<file path="config.mk">
export PLATFORM = sky130hd
export DESIGN_NAME = incremental_pi_controller
export DESIGN_NICKNAME = d
export VERILOG_FILES = /design/src/hw/rtl/ipi_pkg.sv /design/src/hw/rtl/ipi_regs.sv /design/src/hw/rtl/ipi_step.sv /design/src/hw/rtl/incremental_pi_controller.sv
export VERILOG_INCLUDE_DIRS = /design/src /design/src/hw/rtl
export SDC_FILE = /design/constraint.sdc
export NUM_CORES = 2
export LEC_CHECK = 0
export BUFFER_PORTS_ARGS = -buffer_cell sky130_fd_sc_hd__clkbuf_2
export CAP_MARGIN = 20
export CORE_UTILIZATION = 40
export CTS_BUF_LIST = sky130_fd_sc_hd__clkbuf_16
export CTS_CLUSTER_DIAMETER = 30
export CTS_CLUSTER_SIZE = 10
export DETAILED_ROUTE_END_ITERATION = 7
export GPL_ROUTABILITY_DRIVEN = 0
export HOLD_SLACK_MARGIN = 0.02
export PLACE_DENSITY_LB_ADDON = 0.05
export SLEW_MARGIN = 10
export SYNTH_ARGS = -nofsm -noshare
export SYNTH_HDL_FRONTEND = slang
export SYNTH_SLANG_ARGS = --single-unit
</file>
<file path="constraint.sdc">
create_clock -name clk -period 14.97 [get_ports clk]
set_input_delay 0 -clock clk [delete_from_list [all_inputs] [get_ports clk]]
set_output_delay 0 -clock clk [all_outputs]
set_load 0.05 [all_outputs]
</file>
<file path="src/hw/rtl/incremental_pi_controller_assert.svh">
// assertion macros for the incremental pi controller
`ifndef INCREMENTAL_PI_CONTROLLER_ASSERT_SVH
`define INCREMENTAL_PI_CONTROLLER_ASSERT_SVH

`ifndef SYNTHESIS
// condition implies consequence in the same cycle
`define IPI_ASSERT_NOW(label, clk, rst_n, ante, cons) \
	label: assert property (@(posedge clk) disable iff (!rst_n) (ante) |-> (cons)) \
		else $error("assertion failed: same-cycle check");
// condition implies consequence in the next cycle
`define IPI_ASSERT_NEXT(label, clk, rst_n, ante, cons) \
	label: assert property (@(posedge clk) disable iff (!rst_n) (ante) |=> (cons)) \
		else $error("assertion failed: next-cycle check");
`else
`define IPI_ASSERT_NOW(label, clk, rst_n, ante, cons)
`define IPI_ASSERT_NEXT(label, clk, rst_n, ante, cons)
`endif

`endif

</file>
<file path="src/hw/rtl/ipi_pkg.sv">
package ipi_pkg;

	// fixed field widths
	localparam int DATA_W  = 16;
	localparam int GAIN_W  = 16;
	localparam int LIMIT_W = 13;
	localparam int ERR_W   = DATA_W + 1;

	// gain fraction bits and the default accumulator fraction bits
	localparam int GAIN_FRAC     = 8;
	localparam int FRAC_BITS_DEF = 12;

	// apb side
	localparam int APB_DATA_W = 32;
	localparam int APB_ADDR_W = 5;
	localparam int REG_IDX_W  = 3;

	// register indexes
	localparam logic [REG_IDX_W-1:0] REG_SETPOINT    = 3'd0;
	localparam logic [REG_IDX_W-1:0] REG_PROP_GAIN   = 3'd1;
	localparam logic [REG_IDX_W-1:0] REG_INTEG_GAIN  = 3'd2;
	localparam logic [REG_IDX_W-1:0] REG_OUT_FLOOR   = 3'd3;
	localparam logic [REG_IDX_W-1:0] REG_OUT_CEILING = 3'd4;

	// reset values
	localparam logic signed [DATA_W-1:0] SETPOINT_RST    = 16'sd2048;
	localparam logic [GAIN_W-1:0]        PROP_GAIN_RST   = 16'd1280;
	localparam logic [GAIN_W-1:0]        INTEG_GAIN_RST  = 16'd102;
	localparam logic [LIMIT_W-1:0]       OUT_FLOOR_RST   = 13'd20;
	localparam logic [LIMIT_W-1:0]       OUT_CEILING_RST = 13'd5200;

	// configuration handed to the datapath
	typedef struct packed {
		logic signed [DATA_W-1:0] setpoint;
		logic [GAIN_W-1:0]        prop_gain;
		logic [GAIN_W-1:0]        integ_gain;
		logic [LIMIT_W-1:0]       out_floor;
		logic [LIMIT_W-1:0]       out_ceiling;
	} ipi_cfg_t;

endpackage

</file>
<file path="src/hw/rtl/ipi_regs.sv">
module ipi_regs (
	input  logic                                clk,
	input  logic                                arst_n,
	input  logic                                psel,
	input  logic                                penable,
	input  logic                                pwrite,
	input  logic [ipi_pkg::APB_ADDR_W-1:0]      paddr,
	input  logic [ipi_pkg::APB_DATA_W-1:0]      pwdata,
	output logic [ipi_pkg::APB_DATA_W-1:0]      prdata,
	output logic                                pready,
	output ipi_pkg::ipi_cfg_t                   cfg
);

	logic                                  wr_en;
	logic [ipi_pkg::REG_IDX_W-1:0]         idx;
	ipi_pkg::ipi_cfg_t                     cfg_q;

	assign pready = 1'b1;
	assign wr_en  = psel & penable & pwrite;
	assign idx    = paddr[ipi_pkg::APB_ADDR_W-1:2];
	assign cfg    = cfg_q;

	// register writes
	always_ff @(posedge clk or negedge arst_n) begin
		if (!arst_n) begin
			cfg_q.setpoint    <= ipi_pkg::SETPOINT_RST;
			cfg_q.prop_gain   <= ipi_pkg::PROP_GAIN_RST;
			cfg_q.integ_gain  <= ipi_pkg::INTEG_GAIN_RST;
			cfg_q.out_floor   <= ipi_pkg::OUT_FLOOR_RST;
			cfg_q.out_ceiling <= ipi_pkg::OUT_CEILING_RST;
		end else if (wr_en) begin
			case (idx)
				ipi_pkg::REG_SETPOINT: begin
					cfg_q.setpoint <= $signed(pwdata[ipi_pkg::DATA_W-1:0]);
				end
				ipi_pkg::REG_PROP_GAIN: begin
					cfg_q.prop_gain <= pwdata[ipi_pkg::GAIN_W-1:0];
				end
				ipi_pkg::REG_INTEG_GAIN: begin
					cfg_q.integ_gain <= pwdata[ipi_pkg::GAIN_W-1:0];
				end
				ipi_pkg::REG_OUT_FLOOR: begin
					cfg_q.out_floor <= pwdata[ipi_pkg::LIMIT_W-1:0];
				end
				ipi_pkg::REG_OUT_CEILING: begin
					cfg_q.out_ceiling <= pwdata[ipi_pkg::LIMIT_W-1:0];
				end
				default: begin
				end
			endcase
		end
	end

	// readback, setpoint sign extended
	always_comb begin
		case (idx)
			ipi_pkg::REG_SETPOINT: begin
				prdata = {{(ipi_pkg::APB_DATA_W-ipi_pkg::DATA_W){cfg_q.setpoint[ipi_pkg::DATA_W-1]}},
					cfg_q.setpoint};
			end
			ipi_pkg::REG_PROP_GAIN: begin
				prdata = {{(ipi_pkg::APB_DATA_W-ipi_pkg::GAIN_W){1'b0}}, cfg_q.prop_gain};
			end
			ipi_pkg::REG_INTEG_GAIN: begin
				prdata = {{(ipi_pkg::APB_DATA_W-ipi_pkg::GAIN_W){1'b0}}, cfg_q.integ_gain};
			end
			ipi_pkg::REG_OUT_FLOOR: begin
				prdata = {{(ipi_pkg::APB_DATA_W-ipi_pkg::LIMIT_W){1'b0}}, cfg_q.out_floor};
			end
			ipi_pkg::REG_OUT_CEILING: begin
				prdata = {{(ipi_pkg::APB_DATA_W-ipi_pkg::LIMIT_W){1'b0}}, cfg_q.out_ceiling};
			end
			default: begin
				prdata = '0;
			end
		endcase
	end

endmodule

</file>
<file path="src/hw/rtl/ipi_step.sv">
module ipi_step #(
	parameter int FRAC_BITS = ipi_pkg::FRAC_BITS_DEF
) (
	input  logic signed [ipi_pkg::DATA_W-1:0]   meas,
	input  ipi_pkg::ipi_cfg_t                   cfg,
	input  logic [ipi_pkg::LIMIT_W+FRAC_BITS-1:0] acc,
	input  logic signed [ipi_pkg::ERR_W-1:0]    prev_err,
	output logic [ipi_pkg::LIMIT_W+FRAC_BITS-1:0] acc_next,
	output logic signed [ipi_pkg::ERR_W-1:0]    err,
	output logic                                clamped
);

	localparam int ACC_W   = ipi_pkg::LIMIT_W + FRAC_BITS;
	localparam int ERR_W   = ipi_pkg::ERR_W;
	localparam int DIFF_W  = ERR_W + 1;
	localparam int PPROD_W = ipi_pkg::GAIN_W + 1 + DIFF_W;
	localparam int IPROD_W = ipi_pkg::GAIN_W + 1 + ERR_W;
	localparam int PSUM_W  = PPROD_W + 1;
	localparam int INC_W   = PSUM_W - ipi_pkg::GAIN_FRAC;
	localparam int SUM_W   = ((ACC_W > INC_W) ? ACC_W : INC_W) + 2;

	logic signed [DIFF_W-1:0]           diff;
	logic signed [ipi_pkg::GAIN_W:0]    kp_s;
	logic signed [ipi_pkg::GAIN_W:0]    ki_s;
	logic signed [PPROD_W-1:0]          pprod;
	logic signed [IPROD_W-1:0]          iprod;
	logic signed [PSUM_W-1:0]           psum;
	logic signed [PSUM_W-1:0]           prnd;
	logic signed [INC_W-1:0]            inc;
	logic signed [SUM_W-1:0]            acc_sum;
	logic signed [SUM_W-1:0]            hi;
	logic signed [SUM_W-1:0]            lo;
	logic signed [SUM_W-1:0]            acc_clip;

	// error and its change against the last sample
	assign err  = $signed({meas[ipi_pkg::DATA_W-1], meas})
		- $signed({cfg.setpoint[ipi_pkg::DATA_W-1], cfg.setpoint});
	assign diff = $signed({err[ERR_W-1], err}) - $signed({prev_err[ERR_W-1], prev_err});

	// gain products, both exact
	assign kp_s  = $signed({1'b0, cfg.prop_gain});
	assign ki_s  = $signed({1'b0, cfg.integ_gain});
	assign pprod = kp_s * diff;
	assign iprod = ki_s * err;

	// sum and round half up to the accumulator fraction
	assign psum = $signed({pprod[PPROD_W-1], pprod})
		+ $signed({{(PSUM_W-IPROD_W){iprod[IPROD_W-1]}}, iprod});
	assign prnd = psum + $signed({{(PSUM_W-ipi_pkg::GAIN_FRAC){1'b0}},
		1'b1, {(ipi_pkg::GAIN_FRAC-1){1'b0}}});
	assign inc  = prnd[PSUM_W-1:ipi_pkg::GAIN_FRAC];

	// accumulate
	assign acc_sum = $signed({{(SUM_W-ACC_W){1'b0}}, acc})
		+ $signed({{(SUM_W-INC_W){inc[INC_W-1]}}, inc});

	// limits in accumulator scale
	assign hi = $signed({{(SUM_W-ACC_W){1'b0}}, cfg.out_ceiling, {FRAC_BITS{1'b0}}});
	assign lo = $signed({{(SUM_W-ACC_W){1'b0}}, cfg.out_floor, {FRAC_BITS{1'b0}}});

	// clamp, ceiling first, floor wins
	always_comb begin
		acc_clip = acc_sum;
		clamped  = 1'b0;
		if (acc_clip > hi) begin
			acc_clip = hi;
			clamped  = 1'b1;
		end
		if (acc_clip < lo) begin
			acc_clip = lo;
			clamped  = 1'b1;
		end
	end

	assign acc_next = acc_clip[ACC_W-1:0];

endmodule

</file>
<file path="src/hw/rtl/incremental_pi_controller.sv">
// Incremental PI controller: each beat on the input channel is one signed Q4.12 sample;
// each result beat carries the clamped drive value (PWM compare) and an at-limit flag.
// One sample per clock is sustained while the result side keeps taking results. A sample
// is registered in the sample stage when accepted; its result is written to the output
// register when the sample stage advances, which waits while an untaken result holds
// the slot. The rate is set by the update of the output accumulator and the previous
// error, which the whole error, gain multiply, round and clamp path feeds.
// Registers sit on an APB port at byte offsets 0x00 setpoint, 0x04 prop_gain,
// 0x08 integ_gain, 0x0C out_floor, 0x10 out_ceiling; write them only while idle.
module incremental_pi_controller #(
	parameter int FRAC_BITS = ipi_pkg::FRAC_BITS_DEF
) (
	input  logic                                clk,
	input  logic                                arst_n,
	input  logic                                psel,
	input  logic                                penable,
	input  logic                                pwrite,
	input  logic [ipi_pkg::APB_ADDR_W-1:0]      paddr,
	input  logic [ipi_pkg::APB_DATA_W-1:0]      pwdata,
	output logic [ipi_pkg::APB_DATA_W-1:0]      prdata,
	output logic                                pready,
	input  logic                                in_valid,
	output logic                                in_ready,
	input  logic signed [ipi_pkg::DATA_W-1:0]   measured_value,
	output logic                                out_valid,
	input  logic                                out_ready,
	output logic [ipi_pkg::LIMIT_W-1:0]         drive_value,
	output logic                                at_limit
);

	localparam int ACC_W = ipi_pkg::LIMIT_W + FRAC_BITS;

	ipi_pkg::ipi_cfg_t                   cfg;
	logic                                valid_s1;
	logic signed [ipi_pkg::DATA_W-1:0]   meas_s1;
	logic                                advance;
	logic [ACC_W-1:0]                    acc_q;
	logic signed [ipi_pkg::ERR_W-1:0]    prev_err_q;
	logic [ACC_W-1:0]                    acc_next;
	logic signed [ipi_pkg::ERR_W-1:0]    err;
	logic                                clamped;
	logic                                out_valid_q;
	logic [ipi_pkg::LIMIT_W-1:0]         drive_q;
	logic                                at_limit_q;

	ipi_regs u_regs (
		.clk     (clk),
		.arst_n  (arst_n),
		.psel    (psel),
		.penable (penable),
		.pwrite  (pwrite),
		.paddr   (paddr),
		.pwdata  (pwdata),
		.prdata  (prdata),
		.pready  (pready),
		.cfg     (cfg)
	);

	ipi_step #(
		.FRAC_BITS (FRAC_BITS)
	) u_step (
		.meas     (meas_s1),
		.cfg      (cfg),
		.acc      (acc_q),
		.prev_err (prev_err_q),
		.acc_next (acc_next),
		.err      (err),
		.clamped  (clamped)
	);

	// handshake: the sample stage moves on when the result slot is free or drains
	assign advance  = valid_s1 & (~out_valid_q | out_ready);
	assign in_ready = ~valid_s1 | advance;

	// sample stage
	always_ff @(posedge clk or negedge arst_n) begin
		if (!arst_n) begin
			valid_s1 <= 1'b0;
		end else if (in_ready) begin
			valid_s1 <= in_valid;
		end
	end

	always_ff @(posedge clk) begin
		if (in_valid && in_ready) begin
			meas_s1 <= measured_value;
		end
	end

	// controller state, updated once per sample
	always_ff @(posedge clk or negedge arst_n) begin
		if (!arst_n) begin
			acc_q      <= '0;
			prev_err_q <= '0;
		end else if (advance) begin
			acc_q      <= acc_next;
			prev_err_q <= err;
		end
	end

	// result register
	always_ff @(posedge clk or negedge arst_n) begin
		if (!arst_n) begin
			out_valid_q <= 1'b0;
		end else if (advance) begin
			out_valid_q <= 1'b1;
		end else if (out_ready) begin
			out_valid_q <= 1'b0;
		end
	end

	always_ff @(posedge clk) begin
		if (advance) begin
			drive_q    <= acc_next[ACC_W-1:FRAC_BITS];
			at_limit_q <= clamped;
		end
	end

	assign out_valid   = out_valid_q;
	assign drive_value = drive_q;
	assign at_limit    = at_limit_q;

`include "incremental_pi_controller_assert.svh"

	// a result inside sane limits never leaves them
	`IPI_ASSERT_NOW(a_drive_in_range, clk, arst_n, out_valid_q && (cfg.out_floor <= cfg.out_ceiling), (drive_q >= cfg.out_floor) && (drive_q <= cfg.out_ceiling))
	// crossed limits force the floor and flag it
	`IPI_ASSERT_NOW(a_floor_wins, clk, arst_n, out_valid_q && (cfg.out_floor > cfg.out_ceiling), at_limit_q && (drive_q == cfg.out_floor))
	// state only moves when a sample is consumed
	`IPI_ASSERT_NEXT(a_state_hold, clk, arst_n, !advance, $stable(acc_q) && $stable(prev_err_q))
	// an empty result slot never stalls the input
	`IPI_ASSERT_NOW(a_ready_when_free, clk, arst_n, !out_valid_q, in_ready)

endmodule

</file>
* Word-level counts from Yosys, hierarchy flattened
Index checks and enable logic that the tools add are counted.
** Word-level totals
- Register bits after elaboration :: 148
- Bits of input ports :: 60
- Output and inout bits :: 49
- Word-level logic and storage cells :: 46
** Cells by class
- Add/sub/neg operators :: 5
- Multiply operators :: 2
- Magnitude comparators :: 2
- Equality and inequality tests :: 4
- Mux-type cells :: 6
- Bitwise gates (word level) :: 7
- Reductions and logical operators :: 8
** Operators with widths (number)
- $pmux 32 s5 :: 1
- $add 35x34->36 :: 1
- $add 36x9->36 const B :: 1
- $mul 17x18->35 :: 1
- $mul 17x17->34 :: 1
- $gt 30x26->1 :: 1
- $lt 30x26->1 :: 1
- $mux 30 :: 1
- $add 26x28->29 :: 1
- $mux 25 :: 1
- $sub 17x17->18 :: 1
- $sub 16x16->17 :: 1
- $reduce_and 2->1 :: 5
- $eq 3x2->1 const B :: 2
- $and 1x1->1 :: 3
- $eq 3x1->1 const B :: 1
- $eq 3x3->1 const B :: 1
- $logic_not 3->1 :: 1
- $mux 1 :: 3
- $not 1->1 :: 2
- $or 1x1->1 :: 2
- $reduce_bool 2->1 :: 1
- $logic_and 1x1->1 :: 1

* Longest topological paths before layout
- Word-level depth :: 10
- Mapped depth :: 81

* Hierarchy
Synthesis repeated with hierarchy kept, for this count alone.
** Unflattened totals
- Cell total of the unflattened synthesis :: 3185
- Area total of the unflattened synthesis :: 30606.9 µm²
** Modules (own cells, without submodules)
- ipi_step :: times used 1, cells an instance 2795, area an instance 24332.1 µm², sequential area each 0.0 µm²
- ipi_regs :: times used 1, cells an instance 263, area an instance 3553.4 µm², sequential area each 1868.0 µm²
- incremental_pi_controller :: times used 1, cells an instance 127, area an instance 2721.4 µm², sequential area each 2001.9 µm²

* Least setup slack after synthesis
Ideal clock, no wire load.
- Path type :: reg2reg
- Start :: reg u_regs.cfg_q, in the netlist u_regs.cfg[59]
- End :: reg drive_q, in the netlist drive_value[12] (data pin)
- Library setup time :: 261 ps
- Arrival time :: 15455 ps
- Setup slack :: -746 ps
- Cell stages (with the launch flop) :: 78
- Path buffers :: 5
- Period minus slack after synthesis :: 15716 ps
- Path through :: dfrtp_1 inv_1 ha_1 nor2b_1 o21ai_0 a21boi_0 o21ai_0 a21boi_0 o21ai_0 a21boi_0 o21ai_0 nor2b_1 xnor2_1 clkbuf_1 ha_1 o21a_1 o31a_1 o21bai_1 [42 not listed] nor3_1 inv_1 o21ai_2 buf_2 mux2_2 ha_1 a21oi_1 nor2b_1 o21ai_0 o211a_1 o21ai_0 nand3_1 o21ai_0 a31oi_1 inv_1 clkbuf_1 nor3_1 nor2_1
** Between the ends
- Cells in the longest elaborated chain, start to end :: 10
- Elaborated cells on any way between the ends :: 11
** Ends and longest elaborated chain
- start, declared :: line ipi_regs.sv:16 : ipi_pkg::ipi_cfg_t cfg_q;
- $sub 16x16->17 (*) :: line ipi_step.sv:37 : - $signed({cfg.setpoint[ipi_pkg::DATA_W-1], cfg.setpoint});
- net err, one bit :: line incremental_pi_controller.sv:40 : logic signed [ipi_pkg::ERR_W-1:0] err;
- $sub 17x17->18 :: line ipi_step.sv:38 : assign diff = $signed({err[ERR_W-1], err}) - $signed({prev_err[ERR_W-1], prev_err});
- $mul 17x18->35 :: line ipi_step.sv:43 : assign pprod = kp_s * diff;
- $add 35x34->36 (*) :: line ipi_step.sv:48 : + $signed({{(PSUM_W-IPROD_W){iprod[IPROD_W-1]}}, iprod});
- $add 36x9->36 (*) :: line ipi_step.sv:49 : assign prnd = psum + $signed({{(PSUM_W-ipi_pkg::GAIN_FRAC){1'b0}},
- $add 26x28->29 (*) :: line ipi_step.sv:55 : + $signed({{(SUM_W-INC_W){inc[INC_W-1]}}, inc});
- $gt 30x26->1 :: line ipi_step.sv:65 : if (acc_clip > hi) begin
- $mux 30 (*) :: line ipi_step.sv:65
- $lt 30x26->1 :: line ipi_step.sv:69 : if (acc_clip < lo) begin
- $mux 25 (*) :: line ipi_step.sv:69
- net acc_next[24] :: line incremental_pi_controller.sv:39 : logic [ACC_W-1:0] acc_next;
- end signal, assigned :: line incremental_pi_controller.sv:114 : drive_q <= acc_next[ACC_W-1:FRAC_BITS];
- end, declared :: line incremental_pi_controller.sv:43 : logic [ipi_pkg::LIMIT_W-1:0] drive_q;
The timed path passes the listed nets; every way through them passes the cells marked *.
A chain may end at the register's enable or synchronous reset.

* Worst setup path in the final report
- Start :: reg u_regs.cfg_q, in the netlist u_regs.cfg[58]
- End :: reg acc_q[1]
** Between the ends
- Cells in the longest elaborated chain, start to end :: 10
- Elaborated cells on any way between the ends :: 11
** Ends and longest elaborated chain
- $sub 16x16->17 (*) :: line ipi_step.sv:37
- net err, one bit :: line incremental_pi_controller.sv:40
- $sub 17x17->18 :: line ipi_step.sv:38
- $mul 17x18->35 :: line ipi_step.sv:43
- $add 35x34->36 (*) :: line ipi_step.sv:48
- $add 36x9->36 (*) :: line ipi_step.sv:49
- $add 26x28->29 (*) :: line ipi_step.sv:55
- $gt 30x26->1 :: line ipi_step.sv:65
- $mux 30 (*) :: line ipi_step.sv:65
- $lt 30x26->1 :: line ipi_step.sv:69
- $mux 25 (*) :: line ipi_step.sv:69
- end signal, assigned :: line incremental_pi_controller.sv:96 : acc_q <= acc_next;
- end, declared :: line incremental_pi_controller.sv:37 : logic [ACC_W-1:0] acc_q;
Marked as above.

==> results.md <==
- Final setup vio count: 39
- DRT Wirelength: 93000 microns
- Top-count cell post-synth: inv_1
- CTS sink count: 148
- DRT iter0 DRCs: 1196
- Status: complete, but fails checks
- I/O Buffers: 89
- Core footprint: 0.0748 sq mm
- Worst skew pair latency: 0.47 ns
- H-tree Lvls: 4
- GR Overflow Total: 0
- CP Capture Type: register
- Synth Flop Type: dfrtp_1
- Yosys top cell area share: 0.374
- Fmax: 66.0 MHz
- Global-route wire length before repair: 150000 microns
- Asr flop ratio synth: 0.797
- WL/cell: 19.8 microns
- CTS tree: done
- Commonest cells post-synth: 751 x inv_1, 568 x fa_1, 378 x nand2_1
- Arrival time at the worst endpoint: 15.45 ns
- Clk slew on worst S/H paths: 0.09 ns
- CTS Buf Count: 17
- Hold Crit Class: input pin to asynchronous set/reset pin
- Final nets: 4611
- Slew Viols, Final: 0
- #FFs+latches synth: 148
- Post-synth top area cell: fa_1
- DRC: 0
- Largest net degree at the start of global routing: 66
- Minimum clock period: 15.15 ns
- Cell count after synthesis: 3318
- Initial antenna violation count: 3
- Fin util: 0.498
- Relative slew slack: 0.278
- Syn_nets: 4213
- All-layer global routing usage: 0.252
- Vias per cell: 5.03
- Failing checks: setup timing
- Area delta synth->final: 22.4%
- Die H: 278 microns
- CP Launch Type: register
- Reg2Reg Launch Point: u_regs.cfg[58]$_DFFE_PN0P_
- Seq/Total Area, Yosys: 0.127
- Worst Tran Pin Value: 1.08 ns
- Clk_skew: 0.0284 ns
- R2R cell count: 77
- Vias in the first global route: 25900
- Dpl hpwl: 78700 microns
- Chip width: 278 microns
- Period utilization: 1.01
- Final Hold Vio Count: 0
- Max clock buf depth: 2
- Worst Setup Path Type: register to register
- Initial Util: 0.407
- MaxCap Viol Count: 0
- Row count: 100
- Post-route ant nets: 0
- Largest stage delay, worst path: 0.60 ns
- RSZ-0062 raised after global routing: true
- Cell Area, Synth: 0.0304 sq mm
- Critical-path top delay cell: fa_2
- Syn Area/Cell: 9.17 sq um
- Root Driver: clkbuf_16
- Crit-path max FO: 8
- Worst setup margin: -0.175 ns
- Largest cells by area after synthesis: fa_1 37%, ha_1 11%, inv_1 9.3%
- Req. time, crit path: 15.27 ns
- Cell variety after synth: 75
- Post-synth EDFFs: 30
- YS warnings: 0
- I/O pins: 109
- Critical path origin: u_regs.cfg[58]$_DFFE_PN0P_
- Share of cells above drive strength 1: 0.228
- Total iterations of the first detailed-routing run: 5
- DIE AREA: 0.0772 sq mm
- Routed vias: 23600
per-layer routing:
| metal | track usage | vias to the layer above | share of wire |
|---|---|---|---|
| li1 | - | 10900 | - |
| met2 | 0.411 | 457 | 0.48 |
| met5 | 0 | - | 0.000075 |
| met1 | 0.362 | 12200 | 0.47 |
| met3 | 0.0270 | 80 | 0.037 |
| met4 | 0.0493 | 2 | 0.017 |
cell type report:
class                           instances  area, sq um
Antenna cell                            4         10.0
Clock buffer                           17          425
Clock inverter                         15          175
Fill cell                            7047        37600
Inverter                              752         2830
Multi-Input combinational cell       2264        24600
Sequential cell                       148         3870
Tap cell                              969         1210
Timing Repair Buffer                  532         4100
Timing Repair inverter                  1         11.3
timing repair:
action	in CTS	in global routing
setup endpoints to repair	39	39
endpoints found under the hold margin	138	0
pin swaps	127	131
cloned	1	1
hold buffers	36	0
resized for setup	187	152
buffers inserted	39	33
critical path, delay by kind of cell, from the launching register on:
family	cells	cell delay (ns)
fa+ha+maj	15	6.40
flops	1	0.38
buf+inv	16	1.59
mux	1	0.31
xor+xnor	3	0.40
compound gates	23	3.48
simple gates	19	2.43
layout by cell type (no fill, tap or decap), types with 13 or more instances in the layout:
| master | instances |
|---|---|
| inv_1 | 738 |
| fa_1 | 554 |
| nand2_1 | 371 |
| buf_4 | 369 |
| ha_1 | 228 |
| and2_1 | 216 |
| dfrtp_1 | 105 |
| clkbuf_2 | 88 |
| nor2_1 | 87 |
| o21ai_0 | 66 |
| a21oi_1 | 62 |
| nor2b_1 | 59 |
| mux2_2 | 57 |
| a21oi_2 | 36 |
| dlygate4sd3_1 | 36 |
| ha_4 | 35 |
| a21o_1 | 33 |
| nand2b_1 | 32 |
| xnor2_1 | 31 |
| nand3_1 | 31 |
| mux2i_1 | 30 |
| edfxtp_1 | 30 |
| buf_6 | 26 |
| xor2_1 | 25 |
| o21ai_2 | 19 |
| clkbuf_16 | 17 |
| nor3_1 | 14 |
| xnor2_2 | 14 |
| fa_2 | 14 |
| o22ai_1 | 13 |
| o31ai_1 | 13 |
| inv_2 | 13 |
| dfstp_2 | 13 |
logic make-up after synthesis:
logic type / after synthesis / share of synthesized area
and+or+nand+nor: 906 / 0.146
buffers and inverters: 906 / 0.114
adders and majority gates: 835 / 0.483
AOI/OAI and AO/OA: 349 / 0.0729
DFF: 148 / 0.127
muxes: 94 / 0.0336
xor gates and xnor gates: 79 / 0.0227
other: 1 / 0.000123
state kept, by name, indices dropped and copies added (netlist names):
name / cells
out_valid: 1
prev_err_q: 17
at_limit: 1
drive_value: 13
valid_s1: 1
u_regs.cfg: 74
meas_s1: 16
acc_q: 25
final timing paths:
check                                             end  slack, ns
hold reg to reg             prev_err_q[0]$_DFFE_PN0P_       0.49
max in group asynchronous   prev_err_q[5]$_DFFE_PN0P_      13.44
setup reg to reg                 acc_q[1]$_DFFE_PN0P_      -0.18
setup / recovery                 acc_q[1]$_DFFE_PN0P_      -0.18
hold / removal                  acc_q[24]$_DFFE_PN0P_       0.12
min in group clk           u_regs.cfg[17]$_DFFE_PN1P_       0.19
stage by stage:
stage	std cells	area [sq um]	setup TNS (ns)	worst slack, ns	hold WS (ns)
6_report	4702	37300	-4.27	-0.175	0.124
3_3_place_gp	4560	34100	-27.04	-0.770	0.0946
3_5_place_dp	4560	34100	-39.58	-1.09	0.0966
2_1_floorplan	3318	30500	-0.215	-0.0320	-0.296
4_1_cts	4666	36300	-0.225	-0.0323	0.143
5_1_grt	4698	37200	-30.32	-0.846	0.183
Power is left out: the tool's default activity adds up to more than one toggle a clock period on the data nets, which glitch-free logic cannot reach.
